### src/hdl/febt_pkg.sv
// febt_pkg: shared sizes, codes, structs and helpers of the epoch barrier tracker
// no dependencies; compiled before every other file of the block

package febt_pkg;

   // table geometry
   localparam int MAX_PROCS = 64;
   localparam int IDX_W     = $clog2(MAX_PROCS);
   localparam int NACT_W    = $clog2(MAX_PROCS + 1);

   // field widths
   localparam int CONN_W   = 16;
   localparam int PROC_W   = 22;
   localparam int EPOCH_W  = 32;
   localparam int CNT_W    = 7;
   localparam int STATUS_W = 2;

   localparam logic [EPOCH_W-1:0] EPOCH_MAX = '1;
   localparam logic [CNT_W-1:0]   CNT_MAX   = '1;

   // request commands
   typedef enum logic {
      CMD_FENCE = 1'b0,
      CMD_QUERY = 1'b1
   } cmd_type;

   // response status codes
   typedef enum logic [STATUS_W-1:0] {
      ST_OK      = 2'd0,
      ST_FULL    = 2'd1,
      ST_UNKNOWN = 2'd2
   } status_type;

   // what a probe does while it walks the chain
   typedef enum logic [1:0] {
      PM_FIND,
      PM_COUNT,
      PM_CHECK
   } probe_mode_type;

   // controller states
   typedef enum logic [1:0] {
      S_IDLE,
      S_FIND,
      S_SCAN2,
      S_DONE
   } state_type;

   // probe handed from cell to cell
   typedef struct packed {
      logic                 valid;
      probe_mode_type       mode;
      logic [CONN_W-1:0]    conn;
      logic [PROC_W-1:0]    proc;
      logic [EPOCH_W-1:0]   operand;
      logic                 found;
      logic [IDX_W-1:0]     found_idx;
      logic [EPOCH_W-1:0]   found_epoch;
      logic                 free_found;
      logic [IDX_W-1:0]     free_idx;
      logic [CNT_W-1:0]     count;
      logic                 all_ok;
   } probe_type;

   // slot write broadcast to the cells
   typedef struct packed {
      logic                 en;
      logic [IDX_W-1:0]     idx;
      logic [CONN_W-1:0]    conn;
      logic [PROC_W-1:0]    proc;
      logic [EPOCH_W-1:0]   epoch;
   } slot_wr_type;

   // saturating epoch increment
   function automatic logic [EPOCH_W-1:0] epoch_sat_inc(input logic [EPOCH_W-1:0] e);
      return (e == EPOCH_MAX) ? e : e + 1'b1;
   endfunction

endpackage

### src/hdl/febt_cell.sv
// febt_cell: one table slot plus one stage of the probe chain
// depends on febt_pkg for the probe and slot write structs

module febt_cell import febt_pkg::*; (
   input  logic              clock,
   input  logic              reset,
   input  logic [IDX_W-1:0]  cell_idx,
   input  logic [NACT_W-1:0] n_act,
   input  slot_wr_type       slot_wr,
   input  probe_type         up_probe,
   output probe_type         dn_probe
);

   logic               valid_ff;
   logic [CONN_W-1:0]  conn_ff;
   logic [PROC_W-1:0]  proc_ff;
   logic [EPOCH_W-1:0] epoch_ff;
   probe_type          probe_ff;
   probe_type          probe_in;
   logic               active;
   logic               wr_hit;
   logic               key_hit;

   assign active  = NACT_W'(cell_idx) < n_act;
   assign wr_hit  = slot_wr.en && (slot_wr.idx == cell_idx);
   assign key_hit = valid_ff && (conn_ff == up_probe.conn) && (proc_ff == up_probe.proc);

   // slot occupancy
   always_ff @(posedge clock) begin
      if (reset) begin
         valid_ff <= 1'b0;
      end else if (wr_hit) begin
         valid_ff <= 1'b1;
      end
   end

   // slot contents
   always_ff @(posedge clock) begin
      if (wr_hit) begin
         conn_ff  <= slot_wr.conn;
         proc_ff  <= slot_wr.proc;
         epoch_ff <= slot_wr.epoch;
      end
   end

   // fold this slot into the passing probe
   always_comb begin
      probe_in = up_probe;
      if (up_probe.valid && active) begin
         case (up_probe.mode)
            PM_FIND: begin
               if (!up_probe.found && key_hit) begin
                  probe_in.found       = 1'b1;
                  probe_in.found_idx   = cell_idx;
                  probe_in.found_epoch = epoch_ff;
               end
               if (!up_probe.free_found && !valid_ff) begin
                  probe_in.free_found = 1'b1;
                  probe_in.free_idx   = cell_idx;
               end
            end
            PM_COUNT: begin
               if (valid_ff && (epoch_ff >= up_probe.operand)) begin
                  probe_in.count = up_probe.count + 1'b1;
               end
            end
            PM_CHECK: begin
               if (!valid_ff || (epoch_ff < up_probe.operand)) begin
                  probe_in.all_ok = 1'b0;
               end
            end
            default: begin
               probe_in = up_probe;
            end
         endcase
      end
   end

   // probe stage register
   always_ff @(posedge clock) begin
      if (reset) begin
         probe_ff.valid <= 1'b0;
      end else begin
         probe_ff <= probe_in;
      end
   end

   assign dn_probe = probe_ff;

endmodule

### config.mk
export PLATFORM = sky130hd
export DESIGN_NAME = febt_cell
export DESIGN_NICKNAME = d
export VERILOG_FILES = /design/src/hdl/febt_pkg.sv /design/src/hdl/febt_cell.sv
export SDC_FILE = /design/constraint.sdc
export NUM_CORES = 1
export LEC_CHECK = 0
export BUFFER_PORTS_ARGS = -buffer_cell sky130_fd_sc_hd__buf_2
export CAP_MARGIN = 25
export CORE_MARGIN = 4
export CORE_UTILIZATION = 48
export DETAILED_ROUTE_END_ITERATION = 6
export MAX_ROUTING_LAYER = met4
export PLACE_DENSITY_LB_ADDON = 0.15
export SLEW_MARGIN = 10
export SYNTH_ARGS = -nofsm -noshare
export SYNTH_HDL_FRONTEND = slang
export SYNTH_SLANG_ARGS = --single-unit
### constraint.sdc
create_clock -name clock -period 10.85 [get_ports clock]
set_input_delay 0 -clock clock [delete_from_list [all_inputs] [get_ports clock]]
set_output_delay 0 -clock clock [all_outputs]
set_load 0.02 [all_outputs]
## Word-level counts from Yosys, hierarchy flattened

Cells that the tools add are included.
Widths: inputs -> output; s select.

- ROM bits: 0
- Memories kept: 0
- Bits in latches: 0
- Bits in registers: 198
- Output and inout port bits: 127
- RAM bits: 0

- Reductions and logical operators: 12
- Div/mod/pow operators: 0
- $mul: 0
- $add $sub $neg: 1
- Bitwise gates (word level): 0
- Muxes and demuxes: 8
- Shift operators: 0
- Eq/ne operators: 5
- $lt $le $gt $ge: 3

Operators by type and width:

| operator | number |
|---|---|
| $mux 54 | 1 |
| $mux 46 | 1 |
| $mux 39 | 1 |
| $ge 32x32->1 | 1 |
| $lt 32x32->1 | 1 |
| $eq 22x22->1 | 1 |
| $mux 7 | 3 |
| $eq 16x16->1 | 1 |
| $add 7x1->7 const B | 1 |
| $logic_and 1x1->1 | 7 |
| $lt 6x7->1 | 1 |
| $eq 6x6->1 | 1 |
| $logic_not 1->1 | 3 |
| $eq 2x1->1 const B | 1 |
| $eq 2x2->1 const B | 1 |
| $logic_not 2->1 | 1 |
| $mux 1 | 2 |
| $logic_or 1x1->1 | 1 |

## Longest topological paths before layout

Gate-level depths: netlist (run 1).

- Depth in word-level cells: 7
- Depth in mapped cells: 11
- Depth with buffers taken out: 9

## Worst setup path after synthesis (run 1)

No wires, ideal clock.

- Path kind: input port to flip-flop
- Start point: in cell_idx[5]
- End point: reg conn_ff[0], enable pin
- Data arrival time: 6,972 ps
- Required time: 10,176 ps
- Path slack: 3,204 ps
- Stages on the path: 2
- Cell sequence: xor2_1 > nor4_1

- Word-level cells in the longest chain between the ends: 2

Ends and longest elaborated chain:

| element | RTL line | source |
|---|---|---|
| start, declared | febt_cell.sv:7 | `input logic [IDX_W-1:0] cell_idx,` |
| $eq 6x6->1 | febt_cell.sv:25 | `assign wr_hit = slot_wr.en && (slot_wr.idx == cell_idx);` |
| $logic_and 1x1->1 | febt_cell.sv:25 |  |
| net wr_hit | febt_cell.sv:21 | `logic wr_hit;` |
| end signal, assigned | febt_cell.sv:40 | `conn_ff <= slot_wr.conn;` |
| end, declared | febt_cell.sv:15 | `logic [CONN_W-1:0] conn_ff;` |

The timed path passes the listed nets, and every way through them passes these cells.
A chain may end at the register's enable or synchronous reset.

==> results.md, run 1 <==
* First-pass GRT wire length at 38600 um
* Filler cells at ~900
* Least-Margin Pin Slew at roughly 1.0 ns
* Tmin final at between 3 and 4 ns
* Met3 usage at 7.41%
* Synthesized flop and latch total at a little under 200
* Syn Std Cell Area at just over 8000 um^2
* Yosys top cell by area: edfxtp_1
* Clock power frac at about 37%
* Synth Flop Type: edfxtp_1
* Die Width at around 140 um
* Net Sw Frac at a little under a quarter
* R2R Setup Slk at ~7.2 ns
* Row Count at between 40 and 50
* Final Max Slew Viols at 0
* Largest net degree at the start of global routing at just over 70
* Comb pwr share at ~14%
* Hold slack at 0.191 ns
* Setup violations, final at 0
* Worst slew margin at 33.5%
* Hold Path Class: in -> reg
* Crit path DAT at ~3.8 ns
* Initial antenna violation count at 2
* Cell Int Power at 1.41 mW
* Post-Syn Instances at 472
* FFs w/ async S/R, synth at 0%
* Syn avg cell area at approximately 17 um^2
* WL/cell at between 15 and 20 um
* Reg2reg end: dn_probe[49]
* Starting Density at 49.2%
* Switching Power at ~440 uW
* Largest fanout on the critical path at 38
* Vias at 6393
* Drt total wl at roughly 25000 um
* Seq pwr share at between 40% and 50%
* # H-tree levels at 4
* RSZ-0062 raised after global routing: false
* Req. time, crit path at 11.02 ns
* WS Path Type: reg -> reg
* Reg-to-reg critical path startpoint: conn_ff[1]
* Share of the synthesized area in the top cell type at between 70% and 80%
* Hold Crit Start: n_act[6]
* Area Overhead vs Synth at 58.0%
* GRT Overall Usage at 26.8%
* Post-DP HPWL at ~16000 um
* DRT iter0 DRCs at around 310
* Yosys warns at 0
* Count of input and output buffers at around 350
* Share of cells above drive strength 1 at between 40% and 50%
* CP Launch Type: register
* Register area share after synthesis at between 70% and 80%
* Worst hold stages at 5
* EDFF count, synth at ~200
* GRT Max-Usage Layer: met2
* Synth cell types at 37
* Final hold vios at 0
* Commonest non-fill, non-tap cell in the layout: buf_2
* Clk_lat worst skew at 0.43 ns
* Core footprint at ~17000 um^2
* Grt ovf at 0
* Placer Congestion at 0.861
* Final worst path period share at about a third
* CTS buffer count at 17
* Max Buffers Root-to-Sink at 2
* Max-capacitance violation count at 0
* Clock Sink Count at approximately 200
* Routed vias/inst at ~5
* Skew final at about 0.017 ns
* Syn_nets at roughly 730
* Chip height at between 100 and 150 um
* CTS tree: done
* Outcome: finished, final reports clean
* Pleak at 5.52 nW
* Reg clk slew, reported paths at 0.07 ns
* Vias in the first global route at just over 7000
* Pre-antenna DRT Iters at 5
* Synth top area cells: edfxtp_1, ha_1, xor2_1, mux2_4, mux2_2
* Power Dens Cells at approximately 140 nW/um^2
* Ports at about 350
* Register-to-Register Path Depth at 8
* Worst vdd ir at about 0.00012 V
* Worst Setup End Kind: register
* Commonest cells after routing, fill and taps aside: buf_2, dlygate4sd3_1, edfxtp_1, inv_1, ha_1
* NumNets Final at approximately 1300
* Clock root cell: clkbuf_16
* Hold EP: dn_probe[0]
* FMAX at 274 MHz
* Final TNS setup at 0 ns
* Die Area at between 15000 and 20000 um^2
* DRT antenna net count at 0
* Met1 Resource Use GR at between 20 and 30%
* Grt met2 use at between 40 and 50%
* Drc violations at 0
## layer usage
metal / up-vias / part of all wire (%)
met5: - / 0
met4: 0 / 2.8
met3: 46 / 7.5
met2: 338 / 54
met1: 3069 / 36
li1: 2940 / -
## through the flow
stage	cells	instance area (um^2)	power, mW	setup WS, ns	util, %
after detailed placement	1036	10200	1.11	7.85	61.1
after CTS	1281	12900	1.85	7.35	77.7
final	1283	12900	1.85	7.21	77.8
after global routing	1283	12900	1.91	7.11	77.8
after global placement	1036	10200	1.11	7.95	61.1
after floorplan	472	8190	1.01	3.20	-
## cells by family (layout without fill, tap and decap cells)
family | Yosys count | count (layout) | synth area share, %
XOR/XNOR | 50 | 50 | 5.35
other | 0 | 2 | 0
AO/OA/AOI/OAI | 40 | 40 | 2.90
AND/OR/NAND/NOR | 58 | 58 | 4.00
adder cells (fa/ha/maj) | 38 | 38 | 5.80
buffers and inverters | 43 | 632 | 2.51
multiplexers | 45 | 45 | 7.10
flip-flops | 198 | 198 | 72.3
## flip-flops by register name, indices dropped and copies added (netlist names)
name      cells
proc_ff      22
dn_probe    127
conn_ff      16
epoch_ff     32
valid_ff      1
## power groups by stage
stage / logic [mW] / registers (mW) / clock network (mW)
after floorplan: 0.0454 / 0.969 / 0
after global placement: 0.194 / 0.914 / 0
after detailed placement: 0.198 / 0.915 / 0
after CTS: 0.259 / 0.899 / 0.688
after global routing: 0.283 / 0.903 / 0.724
final: 0.265 / 0.900 / 0.683
## worst max-delay path by stage
stage                start      endpoint  slack, ns  cells after the start
2_1_floorplan  cell_idx[5]    conn_ff[0]       3.20                      2
3_3_place_gp   proc_ff[12]  dn_probe[31]       7.95                      7
3_5_place_dp   proc_ff[12]  dn_probe[31]       7.85                      7
4_1_cts        proc_ff[12]  dn_probe[50]       7.35                      8
5_1_grt         conn_ff[1]  dn_probe[49]       7.11                      8
6_report        conn_ff[1]  dn_probe[49]       7.21                      8
## cell type report
type	count	area, um^2	area share, %
clock inverters	15	214	1.65
inverters	39	149	1.15
multi-input cells	231	2070	16.0
flip-flops and latches	198	5930	45.8
clock buffers	17	425	3.29
well taps	220	275	2.13
repair buffers	561	3880	30.0
diodes	2	5.00	0.0387
## synthesized netlist by cell type, types with 3 or more instances
master / number
mux2_2: 25
nand4_1: 15
nor2_1: 7
nor2b_1: 3
o21ai_0: 7
nand2_1: 13
a21oi_1: 18
a31oi_1: 3
edfxtp_1: 196
inv_1: 39
xor2_1: 35
mux2_4: 20
nor4_1: 9
ha_1: 38
xnor2_1: 15
## critical path, stage by stage, from the launching register on
cell and delay, ns:
edfxtp_1 0.39, xor2_1 0.18, nor4_1 0.44, nand4_1 0.25
or4_4 0.49, nor3_4 0.12, buf_4 0.53, mux2_4 0.35
dlygate4sd3_1 0.56
## repair_timing
action,4_1_cts,5_1_grt
resized for setup,0,0
hold buffers,213,0
setup buffers,0,0
hold endpoints to repair,198,0
setup endpoints to repair,0,0
Note: power is estimated with default switching activity, not from simulation.
==> run 2, diff against run 1 <==
Settings changed: CORE_UTILIZATION 48 to 43.
Clock period 10.85 ns to 3 ns, I/O delays scaled along.
==> run 2 against run 1 <==
Effect of this change:
- register-to-register slack lost 7.0 ns
- critical path depth grew 3
- power grew to 3.5 times the previous value
- non-clock buffer count grew 2
- clock skew shrank 0.0025 ns
- cell count grew 1.2%
- hold slack lost 0.10 ns
- flip-flop and latch count is the same
- sequential power grew to 3.6 times the previous value
- combinational power grew to 3.6 times the previous value
- sequential share of layout area shrank 0.17 points
- critical endpoint is now dn_probe[8]
==> results.md, run 2 (synthesis results as in run 1) <==
* Outcome: finished, final reports clean
* Area Overhead vs Synth at 58.6%
* Slowest stage delay, CP at 0.62 ns (+0.06 ns)
* Vias at 6170 (-3.5%)
* Least-Margin Pin Slew at 0.916 ns (-0.0818 ns)
* Dpl cell area at 10300 um^2 (+1.0%)
* Final TNS setup at 0 ns (unchanged)
* Tmin final at about 2.9 ns
* Crit path DAT at 3.06 ns (-0.75 ns)
* Hold slack at 0.0910 ns (-0.0999 ns)
* CP Launch Type: input pin
* DRT antenna net count at 0 (unchanged)
* CP max-delay cell: dlygate4sd3_1
* Final setup margin at 0.109 ns (-7.10 ns)
* Final Max Slew Viols at 0 (unchanged)
* Pre-antenna DRT Iters at 5 (unchanged)
* Clk_lat worst skew at 0.43 ns (about the same)
* Drt total wl at 23500 um (-7.1%)
* Routed vias/inst at 4.75 (-4.6%)
* First-pass GRT wire length at 36300 um (-6.0%)
* Drc violations at 0 (unchanged)
* Max-capacitance violation count at 0 (unchanged)
* Grt ovf at 0 (unchanged)
* FMAX at 346 MHz
* Commonest cells after routing, fill and taps aside: buf_2, dlygate4sd3_1, edfxtp_1, inv_1, ha_1
* Pleak at 5.53 nW (+0.14%)
* NumNets Final at 1307 (+0.15%)
* Chip height at 146 um (+5.3%)
* Max FFs per register at 127 (unchanged)
* Vias in the first global route at 7058 (-0.65%)
* GRT Overall Usage at 22.4% (-4.4 points)
* Worst slew margin at 38.5% (+5.0 points)
* Clock Sink Count at 198 (unchanged)
* Clock root cell: clkbuf_16
* # H-tree levels at 4 (unchanged)
* Req. time, crit path at 3.17 ns (-7.85 ns)
* Starting Density at 43.8% (-5.4 points)
* Hold Path Class: in -> reg
* Worst Setup End Kind: register
* WL/cell at 18.1 um (-8.1%)
* Critical path, cell by cell: dlygate4sd3_1 > ha_1 > a21o_1 > a21oi_1 > o21ai_1 > and2_4 > or3_4 > nor3_2 > buf_4 > mux2_2 > dlygate4sd3_1
* Ports at 346 (unchanged)
* Commonest non-fill, non-tap cell in the layout: buf_2
* Largest fanout on the critical path at 6 (-84%)
* CP dominant cell by count: dlygate4sd3_1
* Die Area at 21300 um^2 (+11%)
* Final hold vios at 0 (unchanged)
* Initial antenna violation count at 1 (-1)
* DRT iter0 DRCs at 242 (-21%)
* Post-DP HPWL at 16300 um (+2.9%)
* Final Util at 69.4% (-8.3 points)
* CTS buffer count at 17 (unchanged)
* Design Power at 6.51 mW (+250%)
* Largest net degree at the start of global routing at 50 (-31%)
* Filler cells at 1251 (+38%)
* Setup WS pre-CTS at 0.0486 ns (-7.80 ns)
* Layout Cell Area excl Fill at 13000 um^2 (+0.37%)
* Final worst path period share at 96.4%
* WS Path Type: in -> reg
* Row Count at 50 (+6.4%)
* Skew final at 0.0149 ns (-0.00254 ns)
* Placed insts at 1055 (+1.8%)
* Power Dens Cells at 502 nW/um^2 (+250%)
* Share of cells above drive strength 1 at 41.0% (+0.49 points)
* Non-Filler Instances at 1298 (+1.2%)
* Reg clk slew, reported paths at 0.08 ns (about the same)
* CTS tree: done
* Max Buffers Root-to-Sink at 2 (unchanged)
* Worst vdd ir at 0.000402 V (+240%)
* Setup violations, final at 0 (unchanged)
* Core footprint at 18700 um^2 (+12%)
* Die Width at 146 um (+5.3%)
* Placer Congestion at 0.798 (-7.4%)
* Count of input and output buffers at 345 (unchanged)
run 2: changes by cell type in the layout (fill, tap and decap cells not counted), moves of 2 or more:
| cell | previous run | this run |
|---|---|---|
| buf_12 | 0 | 3 |
| buf_4 | 3 | 6 |
| bufinv_16 | 4 | 1 |
| clkinv_2 | 2 | 0 |
| clkinv_4 | 3 | 0 |
| clkinv_8 | 0 | 4 |
| dlygate4sd3_1 | 213 | 210 |
| inv_6 | 4 | 7 |
run 2: layer usage:
layer	global-route usage (%)	part of all wire (%)	vias to the layer above	wire length (um)
met5	-	0	-	0
met1	24.5	37	2921	8770
met3	5.62	7.7	31	1810
li1	-	-	2951	-
met2	40.2	53	267	12500
met4	7.24	1.7	0	400
run 2: final cells by class:
cell class                      count  area, um^2  area share, %
Clock buffer                       17         425           3.27
Tap cell                          234         293           2.25
Antenna cell                        1        2.50         0.0193
Sequential cell                   198        5930           45.6
Timing Repair Buffer              563        3930           30.2
Clock inverter                     15         183           1.41
Inverter                           39         149           1.15
Multi-Input combinational cell    231        2080           16.0
run 2: final timing paths:
check / from / endpoint / slack, ns / depth (start not counted)
setup / recovery: cell_idx[4] / dn_probe[8] / 0.11 / 11
hold / removal: slot_wr[76] / proc_ff[3] / 0.09 / 3
setup reg to reg: epoch_ff[31] / dn_probe[2] / 0.16 / 7
hold reg to reg: epoch_ff[19] / dn_probe[34] / 0.58 / 1
run 2: where the power goes:
part / switching [mW] / leakage (nW) / internal, mW
sequential: 0.0453 / 1.88 / 3.21
clock: 1.12 / 0.297 / 1.20
combinational: 0.477 / 3.35 / 0.468
total: 1.64 / 5.53 / 4.88
run 2: critical path, delay by kind of cell:
family / cells / cell delay, ns
simple gates: 3 / 0.62
mux: 1 / 0.33
fa+ha+maj: 1 / 0.34
compound gates: 3 / 0.38
buf+inv: 3 / 1.39
run 2: timing repair:
action | 4_1_cts | 5_1_grt
setup endpoints to repair | 0 | 6
endpoints found under the hold margin | 198 | 0
resized for setup | 0 | 2
setup buffers | 0 | 1
hold buffers | 210 | 0
